## src/rtl/core/wdqi_pkg.sv

```systemverilog
`default_nettype none

package wdqi_pkg;

    localparam int TEMP_W      = 16;
    localparam int DENS_W      = 24;
    localparam int DL1_W       = DENS_W + 1;
    localparam int DL2_W       = DENS_W + 3;
    localparam int LO_W        = 23;
    localparam int CFG_IDX_W   = 2;
    localparam int CFG_DATA_W  = 24;
    localparam int ROM_ENTRIES = 102;

    localparam int TABLE_DEPTH_DEF = 102;
    localparam int FRAC_BITS_DEF   = 8;

    localparam logic signed [TEMP_W-1:0] LOW_LIMIT_RST  = 16'sd0;
    localparam logic signed [TEMP_W-1:0] HIGH_LIMIT_RST = 16'sd25600;
    localparam logic [DENS_W-1:0]        DENS_BELOW_RST = 24'd9998395;
    localparam logic [DENS_W-1:0]        DENS_ABOVE_RST = 24'd9583449;

    typedef enum logic [1:0] {
        FLAG_INTERP = 2'd0,
        FLAG_BELOW  = 2'd1,
        FLAG_ABOVE  = 2'd2
    } range_flag_t;

    typedef enum logic [CFG_IDX_W-1:0] {
        REG_LOW_LIMIT  = 2'd0,
        REG_HIGH_LIMIT = 2'd1,
        REG_DENS_BELOW = 2'd2,
        REG_DENS_ABOVE = 2'd3
    } cfg_reg_t;

    // Range decision and the default density that travel beside the datapath.
    typedef struct packed {
        range_flag_t         flag;
        logic [DENS_W-1:0]   dflt;
    } side_t;

    // Density per whole degree Celsius, units of 1e-4 kg per cubic meter.
    localparam logic [DENS_W-1:0] DENS_ROM [0:ROM_ENTRIES-1] = '{
        24'd9998395, 24'd9998986, 24'd9999399, 24'd9999642, 24'd9999719, 24'd9999637,
        24'd9999399, 24'd9999011, 24'd9998476, 24'd9997800, 24'd9996985, 24'd9996036,
        24'd9994957, 24'd9993752, 24'd9992422, 24'd9990972, 24'd9989404, 24'd9987721,
        24'd9985925, 24'd9984020, 24'd9982009, 24'd9979891, 24'd9977671, 24'd9975350,
        24'd9972930, 24'd9970413, 24'd9967800, 24'd9965095, 24'd9962297, 24'd9959409,
        24'd9956431, 24'd9953367, 24'd9950217, 24'd9946982, 24'd9943665, 24'd9940266,
        24'd9936786, 24'd9933229, 24'd9929594, 24'd9925883, 24'd9922097, 24'd9918257,
        24'd9914321, 24'd9910313, 24'd9906234, 24'd9902084, 24'd9897864, 24'd9893575,
        24'd9889219, 24'd9884794, 24'd9880305, 24'd9875748, 24'd9871127, 24'd9866443,
        24'd9861694, 24'd9856883, 24'd9852010, 24'd9847075, 24'd9842079, 24'd9837023,
        24'd9831908, 24'd9826733, 24'd9821500, 24'd9816209, 24'd9810861, 24'd9805455,
        24'd9799993, 24'd9794476, 24'd9788903, 24'd9783274, 24'd9777591, 24'd9771854,
        24'd9766063, 24'd9760219, 24'd9754321, 24'd9748372, 24'd9742369, 24'd9736316,
        24'd9730211, 24'd9724054, 24'd9717847, 24'd9711589, 24'd9705281, 24'd9698923,
        24'd9692515, 24'd9686058, 24'd9679552, 24'd9672997, 24'd9666394, 24'd9659742,
        24'd9653043, 24'd9646295, 24'd9639500, 24'd9632657, 24'd9625768, 24'd9618831,
        24'd9611848, 24'd9604818, 24'd9597741, 24'd9590618, 24'd9583449, 24'd9576451
    };

    // Entries past the end of the table read as zero.
    function automatic logic [DENS_W-1:0] dens_rom(input logic [7:0] idx);
        logic [DENS_W-1:0] val;
        val = '0;
        if (idx < 8'(ROM_ENTRIES)) begin
            val = DENS_ROM[idx[6:0]];
        end
        return val;
    endfunction

    // Width of x - S, where x is a 16-bit offset and S = 2^f.
    function automatic int xm_width(input int f);
        return ((f + 1 > TEMP_W) ? f + 1 : TEMP_W) + 1;
    endfunction

    function automatic int inner_width(input int f);
        return DL2_W + xm_width(f) + 1;
    endfunction

    function automatic int prod_width(input int f);
        return inner_width(f) + TEMP_W;
    endfunction

endpackage

`default_nettype wire

```

## src/rtl/core/water_density_quadratic_interp_core.sv

```systemverilog
// Throughput: one item per cycle while the output is not stalled; eight register stages, each with its own valid bit.
// The widest step is the interpolation product, split into 24x16 and 22x16 halves at the default FRAC_BITS.
// A stalled output holds its stage; bubbles ahead of it are still filled from s_.
// Reset (aresetn low, synchronous) empties every stage and loads the register defaults.
`default_nettype none

module water_density_quadratic_interp_core #(
    parameter int TABLE_DEPTH = wdqi_pkg::TABLE_DEPTH_DEF,
    parameter int FRAC_BITS   = wdqi_pkg::FRAC_BITS_DEF
) (
    input  wire logic                                aclk,
    input  wire logic                                aresetn,
    input  wire logic                                s_tvalid,
    output logic                                     s_tready,
    input  wire logic [15:0]                         s_tdata,   // [15:0] temp_q8_8
    output logic                                     m_tvalid,
    input  wire logic                                m_tready,
    output logic [23:0]                              m_tdata,   // [23:0] density_value
    output logic [1:0]                               m_tuser,   // [1:0] range_flag
    input  wire logic                                cfg_valid,
    output logic                                     cfg_ready,
    input  wire logic [wdqi_pkg::CFG_IDX_W-1:0]      cfg_index,
    input  wire logic [wdqi_pkg::CFG_DATA_W-1:0]     cfg_data
);

    localparam int XM_W   = wdqi_pkg::xm_width(FRAC_BITS);
    localparam int PROD_W = wdqi_pkg::prod_width(FRAC_BITS);

    logic signed [wdqi_pkg::TEMP_W-1:0] low_limit_reg, high_limit_reg;
    logic [wdqi_pkg::DENS_W-1:0]        dens_below_reg, dens_above_reg;

    logic                               fr_valid, fr_ready;
    wdqi_pkg::side_t                    fr_side;
    logic [wdqi_pkg::DENS_W-1:0]        fr_d0;
    logic signed [wdqi_pkg::DL1_W-1:0]  fr_dl1;
    logic signed [wdqi_pkg::DL2_W-1:0]  fr_dl2;
    logic signed [wdqi_pkg::TEMP_W-1:0] fr_x;
    logic signed [XM_W-1:0]             fr_xm;

    logic                               po_valid, po_ready;
    wdqi_pkg::side_t                    po_side;
    logic [wdqi_pkg::DENS_W-1:0]        po_d0;
    logic signed [PROD_W-1:0]           po_prod;

    wdqi_pkg::range_flag_t              out_flag;

    assign cfg_ready = 1'b1;

    always_ff @(posedge aclk) begin
        if (!aresetn) begin
            low_limit_reg  <= wdqi_pkg::LOW_LIMIT_RST;
            high_limit_reg <= wdqi_pkg::HIGH_LIMIT_RST;
            dens_below_reg <= wdqi_pkg::DENS_BELOW_RST;
            dens_above_reg <= wdqi_pkg::DENS_ABOVE_RST;
        end else if (cfg_valid && cfg_ready) begin
            unique case (wdqi_pkg::cfg_reg_t'(cfg_index))
                wdqi_pkg::REG_LOW_LIMIT:  begin
                    low_limit_reg <= $signed(cfg_data[wdqi_pkg::TEMP_W-1:0]);
                end
                wdqi_pkg::REG_HIGH_LIMIT: begin
                    high_limit_reg <= $signed(cfg_data[wdqi_pkg::TEMP_W-1:0]);
                end
                wdqi_pkg::REG_DENS_BELOW: begin
                    dens_below_reg <= cfg_data[wdqi_pkg::DENS_W-1:0];
                end
                wdqi_pkg::REG_DENS_ABOVE: begin
                    dens_above_reg <= cfg_data[wdqi_pkg::DENS_W-1:0];
                end
            endcase
        end
    end

    wdqi_front #(
        .TABLE_DEPTH (TABLE_DEPTH),
        .FRAC_BITS   (FRAC_BITS)
    ) u_front (
        .aclk          (aclk),
        .aresetn       (aresetn),
        .in_valid      (s_tvalid),
        .in_ready      (s_tready),
        .in_temp       ($signed(s_tdata)),
        .low_limit     (low_limit_reg),
        .high_limit    (high_limit_reg),
        .density_below (dens_below_reg),
        .density_above (dens_above_reg),
        .out_valid     (fr_valid),
        .out_ready     (fr_ready),
        .out_side      (fr_side),
        .out_d0        (fr_d0),
        .out_dl1       (fr_dl1),
        .out_dl2       (fr_dl2),
        .out_x         (fr_x),
        .out_xm        (fr_xm)
    );

    wdqi_poly #(
        .FRAC_BITS (FRAC_BITS)
    ) u_poly (
        .aclk      (aclk),
        .aresetn   (aresetn),
        .in_valid  (fr_valid),
        .in_ready  (fr_ready),
        .in_side   (fr_side),
        .in_d0     (fr_d0),
        .in_dl1    (fr_dl1),
        .in_dl2    (fr_dl2),
        .in_x      (fr_x),
        .in_xm     (fr_xm),
        .out_valid (po_valid),
        .out_ready (po_ready),
        .out_side  (po_side),
        .out_d0    (po_d0),
        .out_prod  (po_prod)
    );

    wdqi_round #(
        .FRAC_BITS (FRAC_BITS)
    ) u_round (
        .aclk      (aclk),
        .aresetn   (aresetn),
        .in_valid  (po_valid),
        .in_ready  (po_ready),
        .in_side   (po_side),
        .in_d0     (po_d0),
        .in_prod   (po_prod),
        .out_valid (m_tvalid),
        .out_ready (m_tready),
        .out_value (m_tdata),
        .out_flag  (out_flag)
    );

    assign m_tuser = out_flag;

    // With the output stage empty, every stage behind it can advance.
    a_ready_when_drained: assert property (
        @(posedge aclk) disable iff (!aresetn)
        !m_tvalid |-> s_tready
    ) else $error("input stalled while the output stage is empty");

    // Reset leaves the pipeline empty.
    a_empty_after_reset: assert property (
        @(posedge aclk)
        !aresetn |=> !m_tvalid
    ) else $error("result presented right after reset");

endmodule

`default_nettype wire

```

## src/rtl/core/wdqi_front.sv

```systemverilog
`default_nettype none

module wdqi_front #(
    parameter int TABLE_DEPTH = wdqi_pkg::TABLE_DEPTH_DEF,
    parameter int FRAC_BITS   = wdqi_pkg::FRAC_BITS_DEF
) (
    input  wire logic                                    aclk,
    input  wire logic                                    aresetn,
    input  wire logic                                    in_valid,
    output logic                                         in_ready,
    input  wire logic signed [wdqi_pkg::TEMP_W-1:0]      in_temp,
    input  wire logic signed [wdqi_pkg::TEMP_W-1:0]      low_limit,
    input  wire logic signed [wdqi_pkg::TEMP_W-1:0]      high_limit,
    input  wire logic [wdqi_pkg::DENS_W-1:0]             density_below,
    input  wire logic [wdqi_pkg::DENS_W-1:0]             density_above,
    output logic                                         out_valid,
    input  wire logic                                    out_ready,
    output wdqi_pkg::side_t                              out_side,
    output logic [wdqi_pkg::DENS_W-1:0]                  out_d0,
    output logic signed [wdqi_pkg::DL1_W-1:0]            out_dl1,
    output logic signed [wdqi_pkg::DL2_W-1:0]            out_dl2,
    output logic signed [wdqi_pkg::TEMP_W-1:0]           out_x,
    output logic signed [wdqi_pkg::xm_width(FRAC_BITS)-1:0] out_xm
);

    localparam int IDX_W = $clog2(TABLE_DEPTH);
    localparam int XM_W  = wdqi_pkg::xm_width(FRAC_BITS);
    localparam int TOP_IDX = TABLE_DEPTH - 3;
    localparam logic signed [XM_W-1:0] S_VAL = XM_W'(1 << FRAC_BITS);

    // Stage 0: range decision, whole degree and fractional offset.
    logic                                   v0_reg;
    wdqi_pkg::side_t                        side0_reg, side0_next;
    logic [IDX_W-1:0]                       idx0_reg, idx0_next;
    logic signed [wdqi_pkg::TEMP_W-1:0]     x0_reg, x0_next;
    logic [wdqi_pkg::TEMP_W-1:0]            t_shift;
    logic [24:0]                            t0_base;
    logic signed [24:0]                     x_wide;
    logic                                   is_below, is_above;
    logic                                   ready0, ready1;

    // Stage 1: table reads and finite differences.
    logic                                   v1_reg;
    wdqi_pkg::side_t                        side1_reg;
    logic [wdqi_pkg::DENS_W-1:0]            d0_reg, d0_next, d1_val, d2_val;
    logic signed [wdqi_pkg::DL1_W-1:0]      dl1_reg, dl1_next;
    logic signed [wdqi_pkg::DL2_W-1:0]      dl2_reg, dl2_next;
    logic signed [wdqi_pkg::TEMP_W-1:0]     x1_reg;
    logic signed [XM_W-1:0]                 xm_reg, xm_next;

    assign ready1   = !v1_reg || out_ready;
    assign ready0   = !v0_reg || ready1;
    assign in_ready = ready0;

    always_comb begin
        is_below = in_temp <= low_limit;
        is_above = in_temp >= high_limit;
        side0_next.flag = is_below ? wdqi_pkg::FLAG_BELOW :
                          (is_above ? wdqi_pkg::FLAG_ABOVE : wdqi_pkg::FLAG_INTERP);
        side0_next.dflt = is_below ? density_below : density_above;

        t_shift = in_temp >> FRAC_BITS;
        if (in_temp[wdqi_pkg::TEMP_W-1]) begin
            idx0_next = '0;
        end else if (t_shift > wdqi_pkg::TEMP_W'(TOP_IDX)) begin
            idx0_next = IDX_W'(TOP_IDX);
        end else begin
            idx0_next = t_shift[IDX_W-1:0];
        end

        // A negative temperature has a zero base, and otherwise the whole-degree base
        // never exceeds the temperature, so x fits 16 bits.
        t0_base = 25'(idx0_next) << FRAC_BITS;
        x_wide  = 25'(in_temp) - $signed(t0_base);
        x0_next = x_wide[wdqi_pkg::TEMP_W-1:0];
    end

    always_comb begin
        d0_next  = wdqi_pkg::dens_rom(8'(idx0_reg));
        d1_val   = wdqi_pkg::dens_rom(8'(idx0_reg) + 8'd1);
        d2_val   = wdqi_pkg::dens_rom(8'(idx0_reg) + 8'd2);
        dl1_next = $signed({1'b0, d1_val}) - $signed({1'b0, d0_next});
        dl2_next = $signed({3'b000, d2_val}) - $signed({2'b00, d1_val, 1'b0})
                 + $signed({3'b000, d0_next});
        xm_next  = XM_W'(x0_reg) - S_VAL;
    end

    always_ff @(posedge aclk) begin
        if (!aresetn) begin
            v0_reg <= 1'b0;
            v1_reg <= 1'b0;
        end else begin
            if (ready0) begin
                v0_reg <= in_valid;
            end
            if (ready1) begin
                v1_reg <= v0_reg;
            end
        end
    end

    always_ff @(posedge aclk) begin
        if (ready0 && in_valid) begin
            side0_reg <= side0_next;
            idx0_reg  <= idx0_next;
            x0_reg    <= x0_next;
        end
        if (ready1 && v0_reg) begin
            side1_reg <= side0_reg;
            d0_reg    <= d0_next;
            dl1_reg   <= dl1_next;
            dl2_reg   <= dl2_next;
            x1_reg    <= x0_reg;
            xm_reg    <= xm_next;
        end
    end

    assign out_valid = v1_reg;
    assign out_side  = side1_reg;
    assign out_d0    = d0_reg;
    assign out_dl1   = dl1_reg;
    assign out_dl2   = dl2_reg;
    assign out_x     = x1_reg;
    assign out_xm    = xm_reg;

endmodule

`default_nettype wire

```

## src/rtl/core/wdqi_poly.sv

```systemverilog
`default_nettype none

module wdqi_poly #(
    parameter int FRAC_BITS = wdqi_pkg::FRAC_BITS_DEF
) (
    input  wire logic                                       aclk,
    input  wire logic                                       aresetn,
    input  wire logic                                       in_valid,
    output logic                                            in_ready,
    input  wire wdqi_pkg::side_t                            in_side,
    input  wire logic [wdqi_pkg::DENS_W-1:0]                in_d0,
    input  wire logic signed [wdqi_pkg::DL1_W-1:0]          in_dl1,
    input  wire logic signed [wdqi_pkg::DL2_W-1:0]          in_dl2,
    input  wire logic signed [wdqi_pkg::TEMP_W-1:0]         in_x,
    input  wire logic signed [wdqi_pkg::xm_width(FRAC_BITS)-1:0] in_xm,
    output logic                                            out_valid,
    input  wire logic                                       out_ready,
    output wdqi_pkg::side_t                                 out_side,
    output logic [wdqi_pkg::DENS_W-1:0]                     out_d0,
    output logic signed [wdqi_pkg::prod_width(FRAC_BITS)-1:0] out_prod
);

    // Horner form of the Lagrange numerator:
    //   N = 2*S^2*d0 + x*(2*S*dl1 + dl2*(x - S))
    // This module forms the product x*(...) in four stages.
    localparam int XM_W    = wdqi_pkg::xm_width(FRAC_BITS);
    localparam int M1_W    = wdqi_pkg::DL2_W + XM_W;
    localparam int INNER_W = wdqi_pkg::inner_width(FRAC_BITS);
    localparam int PROD_W  = wdqi_pkg::prod_width(FRAC_BITS);
    localparam int LO_W    = wdqi_pkg::LO_W;
    localparam int HI_W    = INNER_W - LO_W;
    localparam int PLO_W   = LO_W + 1 + wdqi_pkg::TEMP_W;
    localparam int PHI_W   = HI_W + wdqi_pkg::TEMP_W;

    logic v2_reg, v3_reg, v4_reg, v5_reg;
    logic ready2, ready3, ready4, ready5;

    wdqi_pkg::side_t side2_reg, side3_reg, side4_reg, side5_reg;
    logic [wdqi_pkg::DENS_W-1:0] d02_reg, d03_reg, d04_reg, d05_reg;
    logic signed [wdqi_pkg::TEMP_W-1:0] x2_reg, x3_reg;
    logic signed [wdqi_pkg::DL1_W-1:0]  dl12_reg;

    logic signed [M1_W-1:0]    m1_reg, m1_next;
    logic signed [INNER_W-1:0] inner_reg, inner_next;
    logic signed [LO_W:0]      inner_lo;
    logic signed [HI_W-1:0]    inner_hi;
    logic signed [PLO_W-1:0]   plo_reg, plo_next;
    logic signed [PHI_W-1:0]   phi_reg, phi_next;
    logic signed [PROD_W-1:0]  prod_reg, prod_next;

    assign ready5   = !v5_reg || out_ready;
    assign ready4   = !v4_reg || ready5;
    assign ready3   = !v3_reg || ready4;
    assign ready2   = !v2_reg || ready3;
    assign in_ready = ready2;

    always_comb begin
        m1_next    = in_dl2 * in_xm;
        inner_next = INNER_W'(m1_reg) + (INNER_W'(dl12_reg) <<< (FRAC_BITS + 1));
        // Split the wide factor so each product stays near 24 by 16 bits.
        inner_lo   = $signed({1'b0, inner_reg[LO_W-1:0]});
        inner_hi   = $signed(inner_reg[INNER_W-1:LO_W]);
        plo_next   = inner_lo * x3_reg;
        phi_next   = inner_hi * x3_reg;
        prod_next  = (PROD_W'(phi_reg) <<< LO_W) + PROD_W'(plo_reg);
    end

    always_ff @(posedge aclk) begin
        if (!aresetn) begin
            v2_reg <= 1'b0;
            v3_reg <= 1'b0;
            v4_reg <= 1'b0;
            v5_reg <= 1'b0;
        end else begin
            if (ready2) begin
                v2_reg <= in_valid;
            end
            if (ready3) begin
                v3_reg <= v2_reg;
            end
            if (ready4) begin
                v4_reg <= v3_reg;
            end
            if (ready5) begin
                v5_reg <= v4_reg;
            end
        end
    end

    always_ff @(posedge aclk) begin
        if (ready2 && in_valid) begin
            side2_reg <= in_side;
            d02_reg   <= in_d0;
            x2_reg    <= in_x;
            dl12_reg  <= in_dl1;
            m1_reg    <= m1_next;
        end
        if (ready3 && v2_reg) begin
            side3_reg <= side2_reg;
            d03_reg   <= d02_reg;
            x3_reg    <= x2_reg;
            inner_reg <= inner_next;
        end
        if (ready4 && v3_reg) begin
            side4_reg <= side3_reg;
            d04_reg   <= d03_reg;
            plo_reg   <= plo_next;
            phi_reg   <= phi_next;
        end
        if (ready5 && v4_reg) begin
            side5_reg <= side4_reg;
            d05_reg   <= d04_reg;
            prod_reg  <= prod_next;
        end
    end

    assign out_valid = v5_reg;
    assign out_side  = side5_reg;
    assign out_d0    = d05_reg;
    assign out_prod  = prod_reg;

endmodule

`default_nettype wire

```

## src/rtl/core/wdqi_round.sv

```systemverilog
`default_nettype none

module wdqi_round #(
    parameter int FRAC_BITS = wdqi_pkg::FRAC_BITS_DEF
) (
    input  wire logic                                          aclk,
    input  wire logic                                          aresetn,
    input  wire logic                                          in_valid,
    output logic                                               in_ready,
    input  wire wdqi_pkg::side_t                               in_side,
    input  wire logic [wdqi_pkg::DENS_W-1:0]                   in_d0,
    input  wire logic signed [wdqi_pkg::prod_width(FRAC_BITS)-1:0] in_prod,
    output logic                                               out_valid,
    input  wire logic                                          out_ready,
    output logic [wdqi_pkg::DENS_W-1:0]                        out_value,
    output wdqi_pkg::range_flag_t                              out_flag
);

    localparam int PROD_W = wdqi_pkg::prod_width(FRAC_BITS);
    localparam int N_W    = PROD_W + 1;
    localparam int RND_SH = 2 * FRAC_BITS + 1;
    localparam int DENS_W = wdqi_pkg::DENS_W;
    localparam logic signed [N_W-1:0] HALF = {{(N_W-1){1'b0}}, 1'b1} << (2 * FRAC_BITS);

    logic v6_reg, v7_reg;
    logic ready6, ready7;

    wdqi_pkg::side_t        side6_reg;
    logic [N_W-1:0]         base;
    logic signed [N_W-1:0]  n_reg, n_next;
    logic [DENS_W-1:0]      value_reg, value_next;
    wdqi_pkg::range_flag_t  flag_reg;

    assign ready7   = !v7_reg || out_ready;
    assign ready6   = !v6_reg || ready7;
    assign in_ready = ready6;

    always_comb begin
        base   = N_W'(in_d0) << RND_SH;
        n_next = N_W'(in_prod) + $signed(base) + HALF;

        // Out-of-range items take their default density; others round half up, then clamp to the 24-bit output range.
        if (side6_reg.flag != wdqi_pkg::FLAG_INTERP) begin
            value_next = side6_reg.dflt;
        end else if (n_reg[N_W-1]) begin
            value_next = '0;
        end else if (|n_reg[N_W-2:RND_SH+DENS_W]) begin
            value_next = '1;
        end else begin
            value_next = n_reg[RND_SH+DENS_W-1:RND_SH];
        end
    end

    always_ff @(posedge aclk) begin
        if (!aresetn) begin
            v6_reg <= 1'b0;
            v7_reg <= 1'b0;
        end else begin
            if (ready6) begin
                v6_reg <= in_valid;
            end
            if (ready7) begin
                v7_reg <= v6_reg;
            end
        end
    end

    always_ff @(posedge aclk) begin
        if (ready6 && in_valid) begin
            side6_reg <= in_side;
            n_reg     <= n_next;
        end
        if (ready7 && v6_reg) begin
            value_reg <= value_next;
            flag_reg  <= side6_reg.flag;
        end
    end

    assign out_valid = v7_reg;
    assign out_value = value_reg;
    assign out_flag  = flag_reg;

endmodule

`default_nettype wire

```

## config.mk

```make
export PLATFORM = sky130hd
export DESIGN_NAME = water_density_quadratic_interp_core
export DESIGN_NICKNAME = d
export VERILOG_FILES = /design/src/rtl/core/wdqi_pkg.sv /design/src/rtl/core/water_density_quadratic_interp_core.sv /design/src/rtl/core/wdqi_front.sv /design/src/rtl/core/wdqi_poly.sv /design/src/rtl/core/wdqi_round.sv
export SDC_FILE = /design/constraint.sdc
export NUM_CORES = 2
export LEC_CHECK = 0
export BUFFER_PORTS_ARGS = -buffer_cell sky130_fd_sc_hd__buf_2
export CAP_MARGIN = 20
export CELL_PAD_IN_SITES_DETAIL_PLACEMENT = 0
export CELL_PAD_IN_SITES_GLOBAL_PLACEMENT = 1
export CORE_MARGIN = 8
export CORE_UTILIZATION = 45
export DETAILED_ROUTE_END_ITERATION = 7
export PLACE_DENSITY = 0.71
export SLEW_MARGIN = 20
export SYNTH_ARGS = -nofsm -noshare
export SYNTH_HDL_FRONTEND = slang
export SYNTH_SLANG_ARGS = --single-unit
```

## constraint.sdc

```tcl
create_clock -name aclk -period 14.2 [get_ports aclk]
set_input_delay 1.42 -clock aclk [delete_from_list [all_inputs] [get_ports aclk]]
set_output_delay 1.42 -clock aclk [all_outputs]
set_load 0.1 [all_outputs]
```

==> flow_metrics.tcl <==
set metrics [dict create \
    antenna_found_initial 13 \
    hold_path.class "flip-flop to flip-flop" \
    path_buf_inv 3 \
    crit_family "compound AO/OA/AOI/OAI gates" \
    row_count 158 \
    period_share_pct 59.3 \
    yosysWarnings 0 \
    required_ps 14640 \
    first_pass_iters 8 \
    avgSynthCellArea_sq_um 9.76 \
    cts_buffer_depth 3 \
    cts_resized 0 \
    numCtsBuffers 88 \
    dieArea_sq_mm 0.199 \
    yosysSeqAreaShare_pct 27.7 \
    clockRootBuffer "clkbuf_16" \
    synth_cell_types 99 \
    yosys.area.top_type_share_pct 26.2 \
    crit_start "u_front.idx0_reg[1]" \
    finalHoldViolations 0 \
    route.detailed.drc 0 \
    final_max_slew_viol_count 0 \
    fp.dieH_microns 446 \
    cp_slowest_cell "clkinv_1" \
    status "finished, final reports clean" \
    cts.reportedPaths.clkPinSlew_ps 70 \
    max_slew_margin_pct 18.9 \
    cp-end-kind "flip-flop" \
    synth_area_leaders "fa_1 26%, edfxtp_1 26%, ha_1 8.5%" \
    dp_hpwl_microns 178000 \
    setup_tns_ps 0 \
    synth_edf_count 711 \
    routed_wl_microns 239000 \
    drv_cap 0 \
    r2r-end "u_front.out_dl2[24]" \
    start_util_pct 45.1 \
    final_cell_mix "1312 x inv_1, 1102 x nand2_1, 1090 x fa_1, 711 x edfxtp_1, 559 x ha_1" \
    crit_type "flip-flop to flip-flop" \
    slowest_delay_ps 660 \
    ctsHoldBuffers 0 \
    clock_sinks 799 \
    area_growth_pct 7.05 \
    fin_area_sq_mm 0.0892 \
    layout-drive-gt1-share_pct 5.18 \
    die_w_microns 446 \
    post-route-util_pct 48.3 \
    grt_pass1_wl_microns 373000 \
    worstHoldStart "u_front.out_x[13]" \
    gr-total-overflow 0 \
    reg2reg_depth 27 \
    cts_tree "done" \
    crit-reg2reg-launch "u_front.idx0_reg[1]" \
    async_reset_ff_share_pct 0 \
    synth_ff_type "edfxtp_1" \
    hold_depth 0 \
    startpoint_type "flip-flop" \
    final_net_count 10100 \
    viasPerCell 5.50 \
    wl_per_cell_microns 21.9 \
    dr.first_iter.drc_count 4442 \
    final_common_cell "inv_1" \
    h-tree-depth 3 \
    arrival_ps 8860 \
    placement.cell_area_sq_mm 0.0862 \
    path_max_fanout 30 \
    io_pins 76 \
    grt_use_total_pct 23.9 \
    grt_max_degree 89 \
    clkLatencyLatePin_ps 730 \
    min_period_ps 8420 \
    r2r_slack_ps 5780 \
    setup_viol 0 \
    syn_area_sq_mm 0.0834 \
    worstMarginPinSlew_ps 1210 \
    coreArea_sq_mm 0.185 \
    cts_setup_buffers 0 \
    grt_pass1_vias 62900 \
    grt_setup_unrepaired "no" \
    timing.critical_path.mode_cell "ha_1" \
    gp_congestion 0.896 \
    finClkSkew_ps 77.9 \
    synth_nets 10200 \
    fmax_mhz 119 \
    synth_top_area_cell "fa_1" \
    ys_seq_elements 799 \
    portBuffers 74 \
    whs_endpoint "u_poly.x2_reg[13]" \
    antenna_left 0 \
    vias 60200 \
    netlist_instances 8541 \
]
worst max path at each step:
stage | end | slack [ps] | cells after the start
6_report | u_front.out_dl2[24] | 5780 | 27
5_1_grt | u_front.out_dl2[24] | 5220 | 29
4_1_cts | u_front.out_dl2[26] | 5660 | 28
3_5_place_dp | u_front.out_dl2[26] | 5690 | 28
3_3_place_gp | u_front.out_dl2[24] | 5820 | 30
2_1_floorplan | u_poly.d03_reg[0] | 3720 | 4
routing by layer:
metal | wire, microns | up-vias | part of all wire, % | global-route usage [%]
met5 | 21 | - | 0.0088 | 0
met4 | 9260 | 4 | 3.9 | 8.30
met3 | 14300 | 429 | 6.0 | 3.29
met2 | 112000 | 1922 | 47 | 39.7
met1 | 104000 | 30100 | 43 | 32.2
li1 | - | 27700 | - | -
metrics by stage:
stage	setup slack, ps	cells	hold slack [ps]
2_1_floorplan	3720	8541	400
3_3_place_gp	5820	10800	400
3_5_place_dp	5690	10800	405
4_1_cts	5660	10900	368
5_1_grt	5220	10900	379
6_report	5780	10900	366
final cells by class:
type	count	area, sq um
sequential	799	23100
clock inverter	60	711
clock buffer	103	2290
timing repair buffer	183	1210
fill	17300	95600
inverter	1322	4960
multi-input combinational	5991	53800
tap	2480	3100
antenna	5	12.5
synth_stat cells (42+ instances only):
library cell,number
o211ai_1,69
a21o_1,161
and2_1,508
a31oi_1,66
inv_1,1315
xnor2_1,222
fa_1,1090
o21a_1,60
a21oi_1,369
o21ai_0,249
a311oi_1,42
edfxtp_1,711
xor2_1,61
nor2b_1,48
a211oi_1,77
nor3_1,98
dfxtp_1,88
ha_1,566
nand2_1,1102
nor2_1,409
nand3_1,143
clkbuf_1,366
nand2b_1,61
a21boi_0,60
cells by family after synthesis:
family | after synthesis | share of synthesized area [%]
mux | 49 | 0.780
fa+ha+maj | 1657 | 34.7
flops | 799 | 27.7
xor+xnor | 287 | 3.05
buf+inv | 1751 | 7.95
other cells | 1 | 0.00450
compound gates | 1445 | 11.4
simple gates | 2552 | 14.4
Power is not shown: default switching activity piles up to over one toggle a cycle in this logic, so the estimate is an artifact.
